$ cat src/hw/rtl/rmpc_pkg.sv
// Shared constants, control struct and root table for the range map power curve.
// No dependencies; every module of the block imports this package.
package rmpc_pkg;

  localparam int SAMPLE_WIDTH_DEF = 32;

  localparam int CFG_IDX_W = 3;
  localparam logic [CFG_IDX_W-1:0] CFG_IN_BOUND_A   = 3'd0;
  localparam logic [CFG_IDX_W-1:0] CFG_IN_BOUND_B   = 3'd1;
  localparam logic [CFG_IDX_W-1:0] CFG_OUT_BOUND_A  = 3'd2;
  localparam logic [CFG_IDX_W-1:0] CFG_OUT_BOUND_B  = 3'd3;
  localparam logic [CFG_IDX_W-1:0] CFG_CURVE_EXP    = 3'd4;

  localparam logic [63:0] RST_IN_BOUND_A  = 64'hFFFF_FFFF_FFFF_0000;
  localparam logic [63:0] RST_IN_BOUND_B  = 64'h0000_0000_0001_0000;
  localparam logic [63:0] RST_OUT_BOUND_A = 64'h0000_0000_0000_0000;
  localparam logic [63:0] RST_OUT_BOUND_B = 64'h0000_0000_0001_0000;

  localparam int EXP_W = 16;
  localparam int EXP_FRAC = 12;
  localparam logic [EXP_W-1:0] EXP_ONE = 16'd4096;

  localparam int QUO_FRAC = 16;
  localparam int QUO_W = 23;
  localparam int LIMIT_BITS = QUO_W - QUO_FRAC;
  localparam logic [QUO_W-1:0] X_LIMIT_Q = 23'h7F_0000;

  localparam int LOG_FRAC = 24;
  localparam int ZW = 31;
  localparam int ZFRAC = 30;
  localparam int SHIFT_W = 12;

  localparam int Y_WIDTH_DEF = 50;

  typedef struct packed {
    logic valid;
    logic neg;
    logic dz;
  } rmpc_ctl_t;

  function automatic logic [63:0] isqrt64(input logic [63:0] v_in);
    logic [63:0] v;
    logic [63:0] r;
    logic [63:0] b;
    v = v_in;
    r = '0;
    b = 64'h4000_0000_0000_0000;
    for (int k = 0; k < 32; k++) begin
      if (v >= r + b) begin
        v = v - (r + b);
        r = (r >> 1) + b;
      end else begin
        r = r >> 1;
      end
      b = b >> 2;
    end
    return r;
  endfunction

  // root of two to the power two to the minus idx, Q30
  function automatic logic [ZW-1:0] root_q30(input int idx);
    logic [63:0] r;
    r = isqrt64(64'd1 << 61);
    for (int k = 2; k <= idx; k++) begin
      r = isqrt64(r << ZFRAC);
    end
    return r[ZW-1:0];
  endfunction

endpackage

$ cat src/hw/rtl/rmpc_scale.sv
// Output scaling: split multiply by the output range, offset by the low bound, saturate.
// Depends on rmpc_pkg.
module rmpc_scale #(
  parameter int SW      = rmpc_pkg::SAMPLE_WIDTH_DEF,
  parameter int Y_WIDTH = rmpc_pkg::Y_WIDTH_DEF
) (
  input  logic                 clk,
  input  logic                 rst,
  input  rmpc_pkg::rmpc_ctl_t  in_ctl,
  input  logic [Y_WIDTH-1:0]   y,
  input  logic                 big,
  input  logic [SW-1:0]        rng,
  input  logic signed [SW-1:0] lo_out,
  output logic                 done,
  output logic signed [SW-1:0] sample_out,
  output logic                 saturated
);
  import rmpc_pkg::*;

  localparam int YLW = Y_WIDTH / 2;
  localparam int YHW = Y_WIDTH - YLW;
  localparam int RLW = SW / 2;
  localparam int RHW = SW - RLW;
  localparam int PW  = Y_WIDTH + SW;
  localparam int QW  = PW - QUO_FRAC;
  localparam logic [QW-1:0] CAP = QW'(1) << (SW + 1);

  rmpc_ctl_t            ctl1;
  logic                 big1;
  logic [YLW+RLW-1:0]   pll;
  logic [YLW+RHW-1:0]   plh;
  logic [YHW+RLW-1:0]   phl;
  logic [YHW+RHW-1:0]   phh;

  rmpc_ctl_t            ctl2;
  logic                 big2;
  logic [PW-1:0]        pa;
  logic [PW-1:0]        pb;

  logic [PW-1:0]        prod;
  rmpc_ctl_t            ctl3;
  logic                 qsat3;
  logic [SW+1:0]        q3;

  logic [SW+2:0]        res;
  logic                 in_range;
  logic signed [SW-1:0] sat_val;

  always_ff @(posedge clk) begin
    if (rst) begin
      ctl1.valid <= 1'b0;
    end else begin
      ctl1.valid <= in_ctl.valid;
    end
    ctl1.neg <= in_ctl.neg;
    ctl1.dz  <= in_ctl.dz;
    big1     <= big && (rng != '0);
    pll      <= y[YLW-1:0] * rng[RLW-1:0];
    plh      <= y[YLW-1:0] * rng[SW-1:RLW];
    phl      <= y[Y_WIDTH-1:YLW] * rng[RLW-1:0];
    phh      <= y[Y_WIDTH-1:YLW] * rng[SW-1:RLW];
  end

  always_ff @(posedge clk) begin
    if (rst) begin
      ctl2.valid <= 1'b0;
    end else begin
      ctl2.valid <= ctl1.valid;
    end
    ctl2.neg <= ctl1.neg;
    ctl2.dz  <= ctl1.dz;
    big2     <= big1;
    pa       <= {phh, pll};
    pb       <= (PW'(plh) << RLW) + (PW'(phl) << YLW);
  end

  assign prod = pa + pb;

  always_ff @(posedge clk) begin
    if (rst) begin
      ctl3.valid <= 1'b0;
    end else begin
      ctl3.valid <= ctl2.valid;
    end
    ctl3.neg <= ctl2.neg;
    ctl3.dz  <= ctl2.dz;
    qsat3    <= big2 || (prod[PW-1:QUO_FRAC] > CAP);
    q3       <= prod[QUO_FRAC+SW+1:QUO_FRAC];
  end

  assign res = ctl3.neg ? ({{3{lo_out[SW-1]}}, lo_out} - {1'b0, q3})
                        : ({{3{lo_out[SW-1]}}, lo_out} + {1'b0, q3});
  assign in_range = (res[SW+2:SW-1] == '0) || (res[SW+2:SW-1] == '1);
  assign sat_val  = ctl3.neg ? {1'b1, {(SW-1){1'b0}}} : {1'b0, {(SW-1){1'b1}}};

  always_ff @(posedge clk) begin
    if (rst) begin
      done <= 1'b0;
    end else begin
      done <= ctl3.valid;
    end
    if (ctl3.dz) begin
      sample_out <= lo_out;
      saturated  <= 1'b1;
    end else if (qsat3) begin
      sample_out <= sat_val;
      saturated  <= 1'b1;
    end else if (!in_range) begin
      sample_out <= res[SW+2] ? {1'b1, {(SW-1){1'b0}}} : {1'b0, {(SW-1){1'b1}}};
      saturated  <= 1'b1;
    end else begin
      sample_out <= res[SW-1:0];
      saturated  <= 1'b0;
    end
  end

  a_qsat_flag: assert property (@(posedge clk) disable iff (rst)
    ctl3.valid && qsat3 && !ctl3.dz |=> done && saturated)
    else $error("overflowing product delivered without the saturation flag");

endmodule

$ cat config.mk
export PLATFORM = sky130hd
export DESIGN_NAME = rmpc_scale
export DESIGN_NICKNAME = d
export VERILOG_FILES = /design/src/hw/rtl/rmpc_pkg.sv /design/src/hw/rtl/rmpc_scale.sv
export SDC_FILE = /design/constraint.sdc
export NUM_CORES = 2
export LEC_CHECK = 0
export BUFFER_PORTS_ARGS = -buffer_cell sky130_fd_sc_hd__buf_2
export CORE_ASPECT_RATIO = 1.2
export CORE_UTILIZATION = 30
export DETAILED_ROUTE_END_ITERATION = 6
export PLACE_DENSITY_LB_ADDON = 0.3
export SETUP_SLACK_MARGIN = 0.2
export SLEW_MARGIN = 20
export SYNTH_ARGS = -nofsm -noshare
export SYNTH_HDL_FRONTEND = slang
export SYNTH_SLANG_ARGS = --single-unit
$ cat constraint.sdc
create_clock -name clk -period 7.25 [get_ports clk]
set_input_delay 0.3625 -clock clk [delete_from_list [all_inputs] [get_ports clk]]
set_output_delay 0.3625 -clock clk [all_outputs]
set_load 0.005 [all_outputs]
Word level (Yosys, flattened, before mapping)
Cells that the tools add are included.

cells by class
  reductions and logical operators = 6
  order comparisons = 1
  multiplexer cells = 7
  eq/ne operators = 1
  multipliers = 4
  add/sub/neg operators = 4

operators with widths
  cell                                                                    count
  25-bit by 16-bit multiplier with 41-bit output                          4
  32-bit two-way mux                                                      5
  82-bit by 67-bit adder with 82-bit output                               1
  57-bit by 66-bit adder with 67-bit output                               1
  66-bit by 34-bit > comparator with 1-bit output, second input constant  1
  35-bit by 34-bit adder with 35-bit output                               1
  35-bit two-way mux                                                      1
  35-bit by 34-bit subtractor with 35-bit output                          1
  32-bit nonzero test                                                     1
  4-bit == test, second input constant                                    1
  4-bit logical NOT                                                       1
  1-bit logical OR                                                        2
  2-bit OR reduction                                                      1
  1-bit logical AND                                                       1
  1-bit two-way mux                                                       1

word-level totals
  flip-flop bits (word level) = 393
  input port bits = 120
  output and inout bits = 34
  logic and storage cells = 45

Depth between registers and ports, before layout
  word-level depth = 7
  mapped depth = 27
  depth with buffers taken out = 25

Worst setup path after synthesis
Ideal clock, no wire load.

  path kind = input -> register
  start point = input rng[1]
  end point = register pll[40]
  data required time = 7178 ps
  stages on the path = 26
  setup time = 72 ps
  path slack = 515 ps
  buffers on the path = 2
  data arrival time = 6663 ps
  cells stage by stage = clkbuf_1 -> clkbuf_1 -> nand2_1 -> fa_1 -> inv_1 -> fa_1 -> inv_1 -> fa_1 -> inv_1 -> fa_1 -> fa_1 -> inv_1 -> fa_1 -> inv_1 -> ha_1 -> a211oi_1 -> o21bai_1 -> a21o_1 -> a21o_1 -> a211o_1 -> a21oi_1 -> o311a_1 -> nor3_1 -> a211o_1 -> o41ai_1 -> xnor2_1

between the ends
  cells in the longest elaborated chain, start to end = 1

ends and longest elaborated chain
  element                                         line              source
  start, declared                                 rmpc_scale.sv:12  input logic [SW-1:0] rng,
  25-bit by 16-bit multiplier with 41-bit output  rmpc_scale.sv:58  pll <= y[YLW-1:0] * rng[RLW-1:0];
  end signal, assigned                            rmpc_scale.sv:58
  end, declared                                   rmpc_scale.sv:30  logic [YLW+RLW-1:0] pll;

No other way between the ends.
A chain may end at the register's enable or synchronous reset.

Worst setup path after layout
  start point = input rng[8]
  end point = register phl[38]

between the ends
  cells in the longest elaborated chain, start to end = 1

ends and longest elaborated chain
  element                                         line              source
  25-bit by 16-bit multiplier with 41-bit output  rmpc_scale.sv:60  phl <= y[Y_WIDTH-1:YLW] * rng[RLW-1:0];
  end signal, assigned                            rmpc_scale.sv:60
  end, declared                                   rmpc_scale.sv:32  logic [YHW+RLW-1:0] phl;

No other way between the ends.

==> summary.txt <==
CP dominant cell by count: fa_1
DRC violation count after routing: 0
Wire per inst: 19.2 um
Critical-path maximum fanout: 23
Critical path launch point type: input port
Vias: 50242
Status: complete, no violations
Synthesized Nets: 9443
Pins Over Slew Limit: 0
Synth area leaders: fa_1 (39%), ha_1 (11%), dfxtp_1 (11%)
RSZ-0062 raised after global routing: no
Die Ht: 515 um
GRT Total Usage: 0.183
Initial antenna violation count: 33
Buf+Inv Stages, Crit Path: 7
Vias in the first global route: 54598
Most frequent cells in the layout: inv_1 (1468), fa_1 (1282), nand2_1 (1084)
Final Non-Filler Cells: 10383
Core ar.: 0.217 mm2
Total Wirelength: 200000 um
Layout cells sized above 1: 0.0636
Gpl congestion: 0.891
Worst Path Required: 7720 ps
H-tree depth: 2
Post-route ant nets: 0
First-pass GRT wire length: 316000 um
Most common cell after layout, fill and taps aside: inv_1
Die ar.: 0.221 mm2
Max_cap viols: 0
R2R depth: 23
Row count: 187
Setup TNS: 0 ps
Fin. Hold Viols: 0
Cell family with most CP delay: adder cells
Placed cells: 10300
Maximum number of pins on one net before global-route repair: 39
# fillers: 22565
Longest Clk Path Bufs: 3
Syn Inst Count: 7474
Asr flop ratio synth: 0
EDFF count, synth: 0
Worst-margin pin slew: 948 ps
Clock Sinks: 345
Post-synth top area share: 0.390
Die span in x: 429 um
YS warnings: 0
CTS root buf: clkbuf_16
Yosys reg bits: 345
Dominant synthesized flop cell: dfxtp_1
Core Util, Final: 0.333
Synth area leader: fa_1
CP Depth: 25
Worst min path class: input port to flop
Number of port buffers: 153
Global route overflow: 0
Post-Syn Area: 0.0657 mm2
Clk_lat worst skew: 630 ps
Starting Density: 0.303
First-pass DRT Iterations: 5
Fmax: 153 MHz
Max stage delay cell, worst path: fa_1
Clk_skew: 45.2 ps
CTS clk-pin slew, worst paths: 60 ps
CP arrival: 6990 ps
Syn Area/Cell: 8.80 um2
Synthesis-to-layout area growth: 10.0%
Period utilization: 0.899
Setup CP Type: input port to flop
Hold path cells: 3
Slew HR: 0.360
DPL Wire Length: 162000 um
Vias per inst: 4.84
TritonCTS Buffers: 41
Sequential share of the synthesized area: 0.105
Critical Path Sink Type: flop
Final #Nets: 9481
CTS tree: done
Final Setup Violations: 0
Detailed Route Iter0 Violations: 2926
CP max stage delay: 570 ps
Post-synth cell types: 84
Final worst path period need: 6520 ps
Number of I/O pins: 154
==> through the flow <==
step	worst slack (ps)	instance area, um2	hold WS (ps)
6_report	730	72300	76.9
4_1_cts	742	72300	35.7
3_5_place_dp	117	70800	312
3_3_place_gp	97.8	70800	312
2_1_floorplan	515	65700	310
5_1_grt	237	72300	61.3
==> synthesized netlist by cell type, drive strengths merged (12+ instances only) <==
library cell and instances:
inv 1468, fa 1282, nand2 1084, and2 686
ha 567, clkbuf 377, dfxtp 345, a21oi 236
nor2 211, xnor2 181, o21ai 130, a21o 101
nor3 73, xor2 71, nand2b 54, o21a 52
nand4 50, nand3 48, nor2b 37, o21bai 33
a211oi 31, and3 30, nor4 30, a22o 28
or3 27, a31oi 22, o211ai 21, o31ai 14
or2 12
==> final cells by class <==
cell class / instances / area [um2] / area share
multi-input combinational: 5279 / 51900 / 0.717
sequential: 345 / 6910 / 0.0955
inverter: 1468 / 5510 / 0.0762
tap: 2835 / 3550 / 0.0490
timing repair buffer: 377 / 3010 / 0.0416
clock buffer: 49 / 1110 / 0.0153
clock inverter: 26 / 349 / 0.00483
antenna: 4 / 10.0 / 0.000138
==> flip-flops by register name, indices dropped and copies added, names as in the netlist, 3 cells and up <==
| register | flops |
|---|---|
| phh | 41 |
| pb | 51 |
| ctl2 | 3 |
| plh | 41 |
| ctl1 | 3 |
| phl | 41 |
| sample_out | 32 |
| q3 | 34 |
| ctl3 | 3 |
| pa | 66 |
| pll | 25 |
==> cells by family after synthesis <==
kind of cell               after synthesis  share of synthesized area
and+or+nand+nor                       2380                      0.177
buffers and inverters                 1850                      0.106
adders and majority gates             1849                      0.498
AOI/OAI and AO/OA                      789                     0.0793
DFF                                    345                      0.105
xor gates and xnor gates               252                     0.0336
muxes                                    9                    0.00145
==> timing repair <==
action,in CTS,in global routing
hold endpoints to repair,6,0
hold buffers,4,0
resized for setup,0,0
setup buffers,0,0
endpoints found under the setup margin,0,0
==> worst register-to-register path, cell delays in order (launching register included) <==
cell     delay, ps
dfxtp_1        360
or4_1          550
nor4_1         480
nand2_1        100
nor2_1         300
nand2_1         90
nor2_1         180
nand2_1         70
nor2_1         270
a21oi_1        130
xnor2_1        230
ha_1           350
a21oi_1        180
nor2b_1         50
o21ai_0        150
nand2_1        100
or3_1          370
o22ai_2        270
o31ai_1        150
xnor2_1        180
nor4_1         300
a41o_1         130
buf_4          310
a32o_1         240
==> final timing paths <==
kind	startpoint	to	slack, ps
setup / recovery	rng[8]	phl[38]	730
hold reg to reg	phh[6]	pa[47]	320
setup reg to reg	q3[0]	sample_out[12]	1620
hold / removal	lo_out[6]	sample_out[6]	80
==> layer usage <==
layer	vias up	wire length, um	GRT usage
li1	22870	-	-
met1	25674	86700	0.235
met2	1278	95700	0.317
met3	382	10000	0.0215
met4	38	6880	0.0575
met5	-	226	0
Power is not shown: default switching activity piles up to over one toggle a cycle in this logic, so the estimate is an artifact.
