[src/hw/rtl/rmpc_pkg.sv]
// Shared constants, control struct and root table for the range map power curve.
// No dependencies; every module of the block imports this package.
package rmpc_pkg;

  localparam int SAMPLE_WIDTH_DEF = 32;

  localparam int CFG_IDX_W = 3;
  localparam logic [CFG_IDX_W-1:0] CFG_IN_BOUND_A   = 3'd0;
  localparam logic [CFG_IDX_W-1:0] CFG_IN_BOUND_B   = 3'd1;
  localparam logic [CFG_IDX_W-1:0] CFG_OUT_BOUND_A  = 3'd2;
  localparam logic [CFG_IDX_W-1:0] CFG_OUT_BOUND_B  = 3'd3;
  localparam logic [CFG_IDX_W-1:0] CFG_CURVE_EXP    = 3'd4;

  localparam logic [63:0] RST_IN_BOUND_A  = 64'hFFFF_FFFF_FFFF_0000;
  localparam logic [63:0] RST_IN_BOUND_B  = 64'h0000_0000_0001_0000;
  localparam logic [63:0] RST_OUT_BOUND_A = 64'h0000_0000_0000_0000;
  localparam logic [63:0] RST_OUT_BOUND_B = 64'h0000_0000_0001_0000;

  localparam int EXP_W = 16;
  localparam int EXP_FRAC = 12;
  localparam logic [EXP_W-1:0] EXP_ONE = 16'd4096;

  localparam int QUO_FRAC = 16;
  localparam int QUO_W = 23;
  localparam int LIMIT_BITS = QUO_W - QUO_FRAC;
  localparam logic [QUO_W-1:0] X_LIMIT_Q = 23'h7F_0000;

  localparam int LOG_FRAC = 24;
  localparam int ZW = 31;
  localparam int ZFRAC = 30;
  localparam int SHIFT_W = 12;

  localparam int Y_WIDTH_DEF = 50;

  typedef struct packed {
    logic valid;
    logic neg;
    logic dz;
  } rmpc_ctl_t;

  function automatic logic [63:0] isqrt64(input logic [63:0] v_in);
    logic [63:0] v;
    logic [63:0] r;
    logic [63:0] b;
    v = v_in;
    r = '0;
    b = 64'h4000_0000_0000_0000;
    for (int k = 0; k < 32; k++) begin
      if (v >= r + b) begin
        v = v - (r + b);
        r = (r >> 1) + b;
      end else begin
        r = r >> 1;
      end
      b = b >> 2;
    end
    return r;
  endfunction

  // root of two to the power two to the minus idx, Q30
  function automatic logic [ZW-1:0] root_q30(input int idx);
    logic [63:0] r;
    r = isqrt64(64'd1 << 61);
    for (int k = 2; k <= idx; k++) begin
      r = isqrt64(r << ZFRAC);
    end
    return r[ZW-1:0];
  endfunction

endpackage

[src/hw/rtl/rmpc_div.sv]
// Normalizer: offset against the low input bound and restoring division, one bit a stage.
// Depends on rmpc_pkg.
module rmpc_div #(
  parameter int SW = rmpc_pkg::SAMPLE_WIDTH_DEF
) (
  input  logic                    clk,
  input  logic                    rst,
  input  logic                    in_valid,
  input  logic signed [SW-1:0]    sample,
  input  logic signed [SW-1:0]    lo_in,
  input  logic [SW-1:0]           den,
  output rmpc_pkg::rmpc_ctl_t     out_ctl,
  output logic [rmpc_pkg::QUO_W-1:0] mx
);
  import rmpc_pkg::*;

  localparam int STEPS = QUO_W;

  logic [SW:0]   num;
  logic [SW-1:0] mag;
  rmpc_ctl_t     ctl0;
  logic [SW-1:0] a0;
  logic [SW+LIMIT_BITS-1:0] den_lim;
  logic          clamp0;

  rmpc_ctl_t           ctl_r   [1:STEPS];
  logic [SW-1:0]       p_r     [1:STEPS];
  logic [STEPS-1:0]    q_r     [1:STEPS];
  logic [LIMIT_BITS-1:0] low_r [1:STEPS];
  logic                clamp_r [1:STEPS];

  assign num = {sample[SW-1], sample} - {lo_in[SW-1], lo_in};
  assign mag = num[SW] ? SW'(-num) : num[SW-1:0];

  always_ff @(posedge clk) begin
    if (rst) begin
      ctl0.valid <= 1'b0;
    end else begin
      ctl0.valid <= in_valid;
    end
    ctl0.neg <= num[SW];
    ctl0.dz  <= (den == '0);
    a0       <= mag;
  end

  assign den_lim = {den, {LIMIT_BITS{1'b0}}} - {{LIMIT_BITS{1'b0}}, den};
  assign clamp0  = ({{LIMIT_BITS{1'b0}}, a0} >= den_lim);

  for (genvar j = 0; j < STEPS; j++) begin : g_step
    logic [SW-1:0]         p_src;
    logic [STEPS-1:0]      q_src;
    logic [LIMIT_BITS-1:0] l_src;
    logic                  c_src;
    rmpc_ctl_t             k_src;
    logic                  bit_in;
    logic [SW:0]           trial;
    logic                  take;

    if (j == 0) begin : g_first
      assign p_src = a0 >> LIMIT_BITS;
      assign q_src = '0;
      assign l_src = a0[LIMIT_BITS-1:0];
      assign c_src = clamp0;
      assign k_src = ctl0;
    end else begin : g_next
      assign p_src = p_r[j];
      assign q_src = q_r[j];
      assign l_src = low_r[j];
      assign c_src = clamp_r[j];
      assign k_src = ctl_r[j];
    end

    if (j < LIMIT_BITS) begin : g_bit
      assign bit_in = l_src[LIMIT_BITS-1-j];
    end else begin : g_zero
      assign bit_in = 1'b0;
    end

    assign trial = {p_src, bit_in};
    assign take  = (trial >= {1'b0, den});

    always_ff @(posedge clk) begin
      if (rst) begin
        ctl_r[j+1].valid <= 1'b0;
      end else begin
        ctl_r[j+1].valid <= k_src.valid;
      end
      ctl_r[j+1].neg <= k_src.neg;
      ctl_r[j+1].dz  <= k_src.dz;
      p_r[j+1]       <= take ? SW'(trial - {1'b0, den}) : trial[SW-1:0];
      q_r[j+1]       <= {q_src[STEPS-2:0], take};
      low_r[j+1]     <= l_src;
      clamp_r[j+1]   <= c_src;
    end
  end

  assign out_ctl = ctl_r[STEPS];
  assign mx      = clamp_r[STEPS] ? X_LIMIT_Q : q_r[STEPS];

  a_quo_range: assert property (@(posedge clk) disable iff (rst)
    ctl_r[STEPS].valid && !clamp_r[STEPS] |-> q_r[STEPS] < X_LIMIT_Q)
    else $error("unclamped quotient reached the magnitude limit");

endmodule

[config.mk]
export PLATFORM = sky130hd
export DESIGN_NAME = rmpc_div
export DESIGN_NICKNAME = d
export VERILOG_FILES = /design/src/hw/rtl/rmpc_pkg.sv /design/src/hw/rtl/rmpc_div.sv
export SDC_FILE = /design/constraint.sdc
export NUM_CORES = 2
export LEC_CHECK = 0
export BUFFER_PORTS_ARGS = -buffer_cell sky130_fd_sc_hd__buf_2
export CORE_MARGIN = 2
export CORE_UTILIZATION = 43
export DETAILED_ROUTE_END_ITERATION = 8
export HOLD_SLACK_MARGIN = 0.08
export PLACE_DENSITY = 0.59
export SYNTH_ARGS = -nofsm -noshare
export SYNTH_HDL_FRONTEND = slang
export SYNTH_SLANG_ARGS = --single-unit
[constraint.sdc]
create_clock -name clk -period 5.1 [get_ports clk]
set_input_delay 0.51 -clock clk [delete_from_list [all_inputs] [get_ports clk]]
set_output_delay 0.51 -clock clk [all_outputs]
set_load 0.05 [all_outputs]
# Word level (Yosys, flattened, before mapping)
# Memory sizes are Yosys's and may differ from the RTL's.
# Cells that the tools add are included.
# Widths: inputs -> output; s select.
# totals
inputBits	99
mem_bits_ro	0
out_inout_bits	26
n_memories	5
regBits	35
latchBits	0
ram_bits	1518
word_cells	134
# memory_table
name	depth	width	read_ports	rd_ports_with_merged_regs	wr	line_no	rtl
p_r	23	32	22	0	23	rmpc_div.sv:27	logic [SW-1:0] p_r [1:STEPS];
q_r	23	23	23	0	23	rmpc_div.sv:28	logic [STEPS-1:0] q_r [1:STEPS];
low_r	23	7	22	0	23	rmpc_div.sv:29	logic [LIMIT_BITS-1:0] low_r [1:STEPS];
ctl_r	23	3	23	0	23	rmpc_div.sv:26	rmpc_ctl_t ctl_r [1:STEPS];
clamp_r	23	1	23	0	23	rmpc_div.sv:30	logic clamp_r [1:STEPS];
# classes
shift	0
n_mul	0
n_reduce_logical	1
addsub	26
muxes	51
div	0
eq_ne	0
n_bitwise	23
magnitude_cmp	24
# op_table
operator	count
$mux 32	24
$ge 33x32->1	22
$sub 32x32->32	22
$ge 32x39->1	1
$sub 39x32->39	1
$sub 32x32->33	1
$ge 26x32->1	1
$logic_not 32->1	1
$neg 32->32	1
$sub 26x32->32	1
$mux 1	26
$mux 23	1
$or 1x1->1	23

# Logic depth before layout (Yosys ltp)
# depth
ltp_word	3
mapped_depth	22
ltp_nobuf	21

# Least setup slack after synthesis
# No wires, ideal clock.
# synth_path
kind	input to register
from	in den[0]
to	reg clamp_r[0][1] (netlist name)
t_arrival_ns	4.882
path_buffers	2
stages	21
path_slack_ns	0.122
setup_ns	0.096
required_time_ns	5.004
path_cell_list	buf_2 -> inv_2 -> clkbuf_1 -> ha_1 -> and3_1 -> a31oi_1 -> o31ai_1 -> a21oi_1 -> o221ai_1 -> a41oi_1 -> o21ai_1 -> a21o_1 -> a211o_1 -> nand2_1 -> ha_1 -> nand4_1 -> nor2_1 -> o2111ai_1 -> a21oi_1 -> or4b_1 -> nor4b_1
# synth_rtl
item	line_no	rtl
start: declaration	rmpc_div.sv:11	input logic [SW-1:0] den,

==> out/summary.md <==
The final critical path time including I/O delays and setup is 4.319 ns. The diode insertion count for antenna repair was 0. The run finished with clean final reports. Sorting the synthesized cells by area gives the leading types as sky130_fd_sc_hd__dfxtp_1 (32%), sky130_fd_sc_hd__ha_1 (15%), sky130_fd_sc_hd__a21oi_1 (5.8%), sky130_fd_sc_hd__xnor2_1 (5.1%), sky130_fd_sc_hd__a21o_1 (4.6%).

The initial utilization of the core area, before any placement, comes to 43.34%. Critical path startpoint category: a primary input. Final total negative setup slack: 0 ns.

In the final routed layout, each cell accounts on average for 20.63 um. In this run, distinct cell masters in the synthesized netlist total 96. For this run, the total global-route usage over all layers was measured as 25.75%. During synthesis, Yosys emitted a total of 0 warnings. A synthesized cell averages 8.724 um2.

The synthesized design contains 0 enable-type register cells. The critical path ends at clamp_r[0][1]. Entering global routing, the biggest net connects 62 pins. The share of the Yosys chip area taken by registers is 32.41%. After detailed routing, the number of vias per cell comes to 5.691. The worst setup path is of the in -> reg kind. The run gives 156.4 mm as the detailed placer's ending HPWL. In the layout the commonest cells are sky130_fd_sc_hd__dfxtp_1 (1127), sky130_fd_sc_hd__ha_1 (820), sky130_fd_sc_hd__a21oi_1 (798). The largest fanout on the critical path was 4.

The die covers 0.1653 mm2. In this run the tool buffered the top-level ports with 124 buffer cells. The residual antenna-violating net count after detailed routing is 0. STA classifies the critical path endpoint as a register. STA puts the critical path data arrival time at 5.01 ns. Summed over all instances, the cell type with the most area after synthesis is sky130_fd_sc_hd__dfxtp_1. The number of pins with negative max-slew slack in the final report is 0.

The run gives 10.23k as the number of cells after detailed placement. Number of antenna violations at the first check in global routing: 8. Counting the buffers created by CTS gives 134. In this run the power density over the cells is 755.7 mW/mm2. The number of violations of the max-capacitance limit is 0. At the worst endpoint, the required time is 5.79 ns. TritonCTS built the clock tree. Counting every net in the synthesized netlist gives 8928. The maximum frequency from static timing analysis was 0.2315 GHz. The x dimension of the die works out to 406.5 um. In this run, post-CTS repair resized a total of 0 instances.

The most used flip-flop cell after synthesis is sky130_fd_sc_hd__dfxtp_1. CTS saw 1128 sinks. The global-route wire length before repair was 329.9 mm; the via count was 59.64k. The post-route netlist has 10.18% of its cells at a drive strength greater than 1. For the clock insertion delay at the later pin of the skew report, the log shows 0.80 ns.

The count of final setup violators is 0. The run gives 1.28 ns as the setup slack of the most critical reg-to-reg path. The floorplan has 147 rows. The I/O pin count is 125.

Summed over its instances, the top area cell type makes up 32.41% of the synthesized netlist area. The worst register-to-register path ends at p_r[0][54]. The library cell used most frequently in the layout, excluding fill and tap cells, is sky130_fd_sc_hd__dfxtp_1.

For the leakage power of the design, the log shows 35.24 nW. After synthesis the cells add up to 0.06967 mm2. For this block, the initial DRC count from the detailed router was 4750. The layout net count is 9153.

The clock-pin slew on the worst setup and hold paths is 0.06 ns. In this run the clock root is driven by a sky130_fd_sc_hd__clkbuf_16. In this run the deepest clock path goes through 3 buffers. The logs give 0.03424 ns for the final clock skew and 7986 for the cell count after synthesis. The worst setup path startpoint was den[1].

The total count of hold-check failures in the final report came out at 0. The portion of the clock cycle consumed by the worst path in the final layout was 84.69%. VDD sags by at most 0.4587 mV. After global routing the overflow that remains totals 0. The number of detailed-route iterations in the first pass was 7; the routed wire length was 216.1 mm. Counting cells, the worst reg-to-reg path comes to 15.

Setup repair after global routing left no endpoint under its margin. The number of global-route vias before repair came out at 57.32k. The total area inside the core boundary comes to 0.1608 mm2. The startpoint identified for the worst register-to-register timing path is a0[6]. The synthesis-to-finish area growth is 12.85%. The min-delay analysis places its worst path in the category in -> reg. In this run the number of H-tree levels came out at 4. The share of flip-flops with an asynchronous set or reset is 0%.

The die extent in y was 406.5 um. For this run, design rule violations remaining after detail routing come to 0. For this run, the number of standard cells in the final layout without fillers is 10.48k.

In this run the tightest slew margin relative to its limit is 20.39%. The tools report the final RePlAce weighted congestion as 0.9208. The count of state elements after synthesis was 1128; the pin slew with the least headroom to its limit was 1.191 ns.
cell type report:
cell class,count,area [um2]
clock buffers,177,3677
multi-input cells,6364,45320
flip-flops and latches,1128,22580
well taps,2160,2703
repair buffers,266,2137
clock inverters,67,1011
fillers,15296,82130
inverters,317,1190
sequential cells by signal (all words and copies together) (netlist names):
name     flops
low_r       21
clamp_r     23
q_r        276
p_r        704
ctl_r       69
ctl0         3
a0          32
logic make-up (layout without fill, tap and decap cells):
family / after synthesis / in the layout / share of synthesized area, %
buf+inv: 494 / 827 / 2.748
simple gates: 2127 / 2127 / 14.79
fa+ha+maj: 843 / 843 / 15.39
xor+xnor: 639 / 639 / 8.033
compound gates: 2514 / 2514 / 22.76
flops: 1128 / 1128 / 32.41
mux: 241 / 241 / 3.861
metrics by stage:
stage	util [%]	total power, mW	cell area, um2	hold slack (ns)	worst slack, ns
floorplan	-	40.15	69670	0.3096	0.1222
global placement	45.94	48.50	73850	0.3097	0.09943
detailed placement	45.94	48.85	73860	0.3120	0.06988
CTS	48.91	59.39	78630	0.08215	0.8957
global route	48.91	64.12	78630	0.1320	0.4938
finish	48.91	59.42	78630	0.1363	0.7807
synthesized netlist by cell type (150+ instances only):
master and number:
sky130_fd_sc_hd__ha_1 820, sky130_fd_sc_hd__nor2b_1 150, sky130_fd_sc_hd__inv_1 315, sky130_fd_sc_hd__mux2_2 222, sky130_fd_sc_hd__nor2_1 562, sky130_fd_sc_hd__a21oi_1 802, sky130_fd_sc_hd__nand2_1 603, sky130_fd_sc_hd__o21ai_0 518
sky130_fd_sc_hd__dfxtp_1 1128, sky130_fd_sc_hd__xor2_1 235, sky130_fd_sc_hd__a21o_1 426, sky130_fd_sc_hd__xnor2_1 404
worst min path at each step:
stage	startpoint	end	slack [ns]	cells past startpoint
3_3_place_gp	q_r[0][330]	q_r[0][354]	0.31	0
4_1_cts	rst	ctl_r[2][23]	0.08	2
6_report	rst	ctl_r[2][23]	0.14	2
3_5_place_dp	clamp_r[0][22]	clamp_r[0][23]	0.31	0
5_1_grt	rst	ctl_r[2][23]	0.13	2
2_1_floorplan	clamp_r[0][9]	clamp_r[0][10]	0.31	0
critical path, stage by stage:
cell and delay [ns]:
sky130_fd_sc_hd__buf_2 0.28, sky130_fd_sc_hd__ha_1 0.31, sky130_fd_sc_hd__o21a_1 0.17, sky130_fd_sc_hd__o21ai_0 0.37, sky130_fd_sc_hd__o31ai_1 0.18, sky130_fd_sc_hd__a21oi_1 0.26, sky130_fd_sc_hd__o221ai_1 0.18, sky130_fd_sc_hd__buf_4 0.18
sky130_fd_sc_hd__a41oi_1 0.27, sky130_fd_sc_hd__o21ai_1 0.16, sky130_fd_sc_hd__a21o_1 0.21, sky130_fd_sc_hd__a211o_1 0.29, sky130_fd_sc_hd__nand2_1 0.08, sky130_fd_sc_hd__ha_1 0.14, sky130_fd_sc_hd__nand4_1 0.13, sky130_fd_sc_hd__nor2_1 0.14
sky130_fd_sc_hd__o2111ai_1 0.13, sky130_fd_sc_hd__a21oi_1 0.22, sky130_fd_sc_hd__or4b_1 0.47, sky130_fd_sc_hd__nor4b_1 0.31
where the power goes:
group          switching (mW)  internal (mW)  total [mW]
logic                    18.8           14.7        33.4
registers                2.82           13.0        15.9
clock network            4.04           6.08        10.1
per-layer routing:
metal / track usage [%] / part of all wire [%] / routed length [um] / vias up
met4: 10.06 / 4.0 / 8691 / 4
met1: 35.42 / 46 / 100200 / 28022
li1: - / - / - / 29470
met3: 3.345 / 5.7 / 12290 / 385
met2: 40.81 / 44 / 94880 / 1757
met5: 0 / 0.012 / 27 / -
timing repair:
action	4_1_cts	5_1_grt
hold buffers	8	0
endpoints found under the hold margin	6	0
setup endpoints to repair	0	0
buffers inserted	0	0
(Power assumes the default switching activity.)
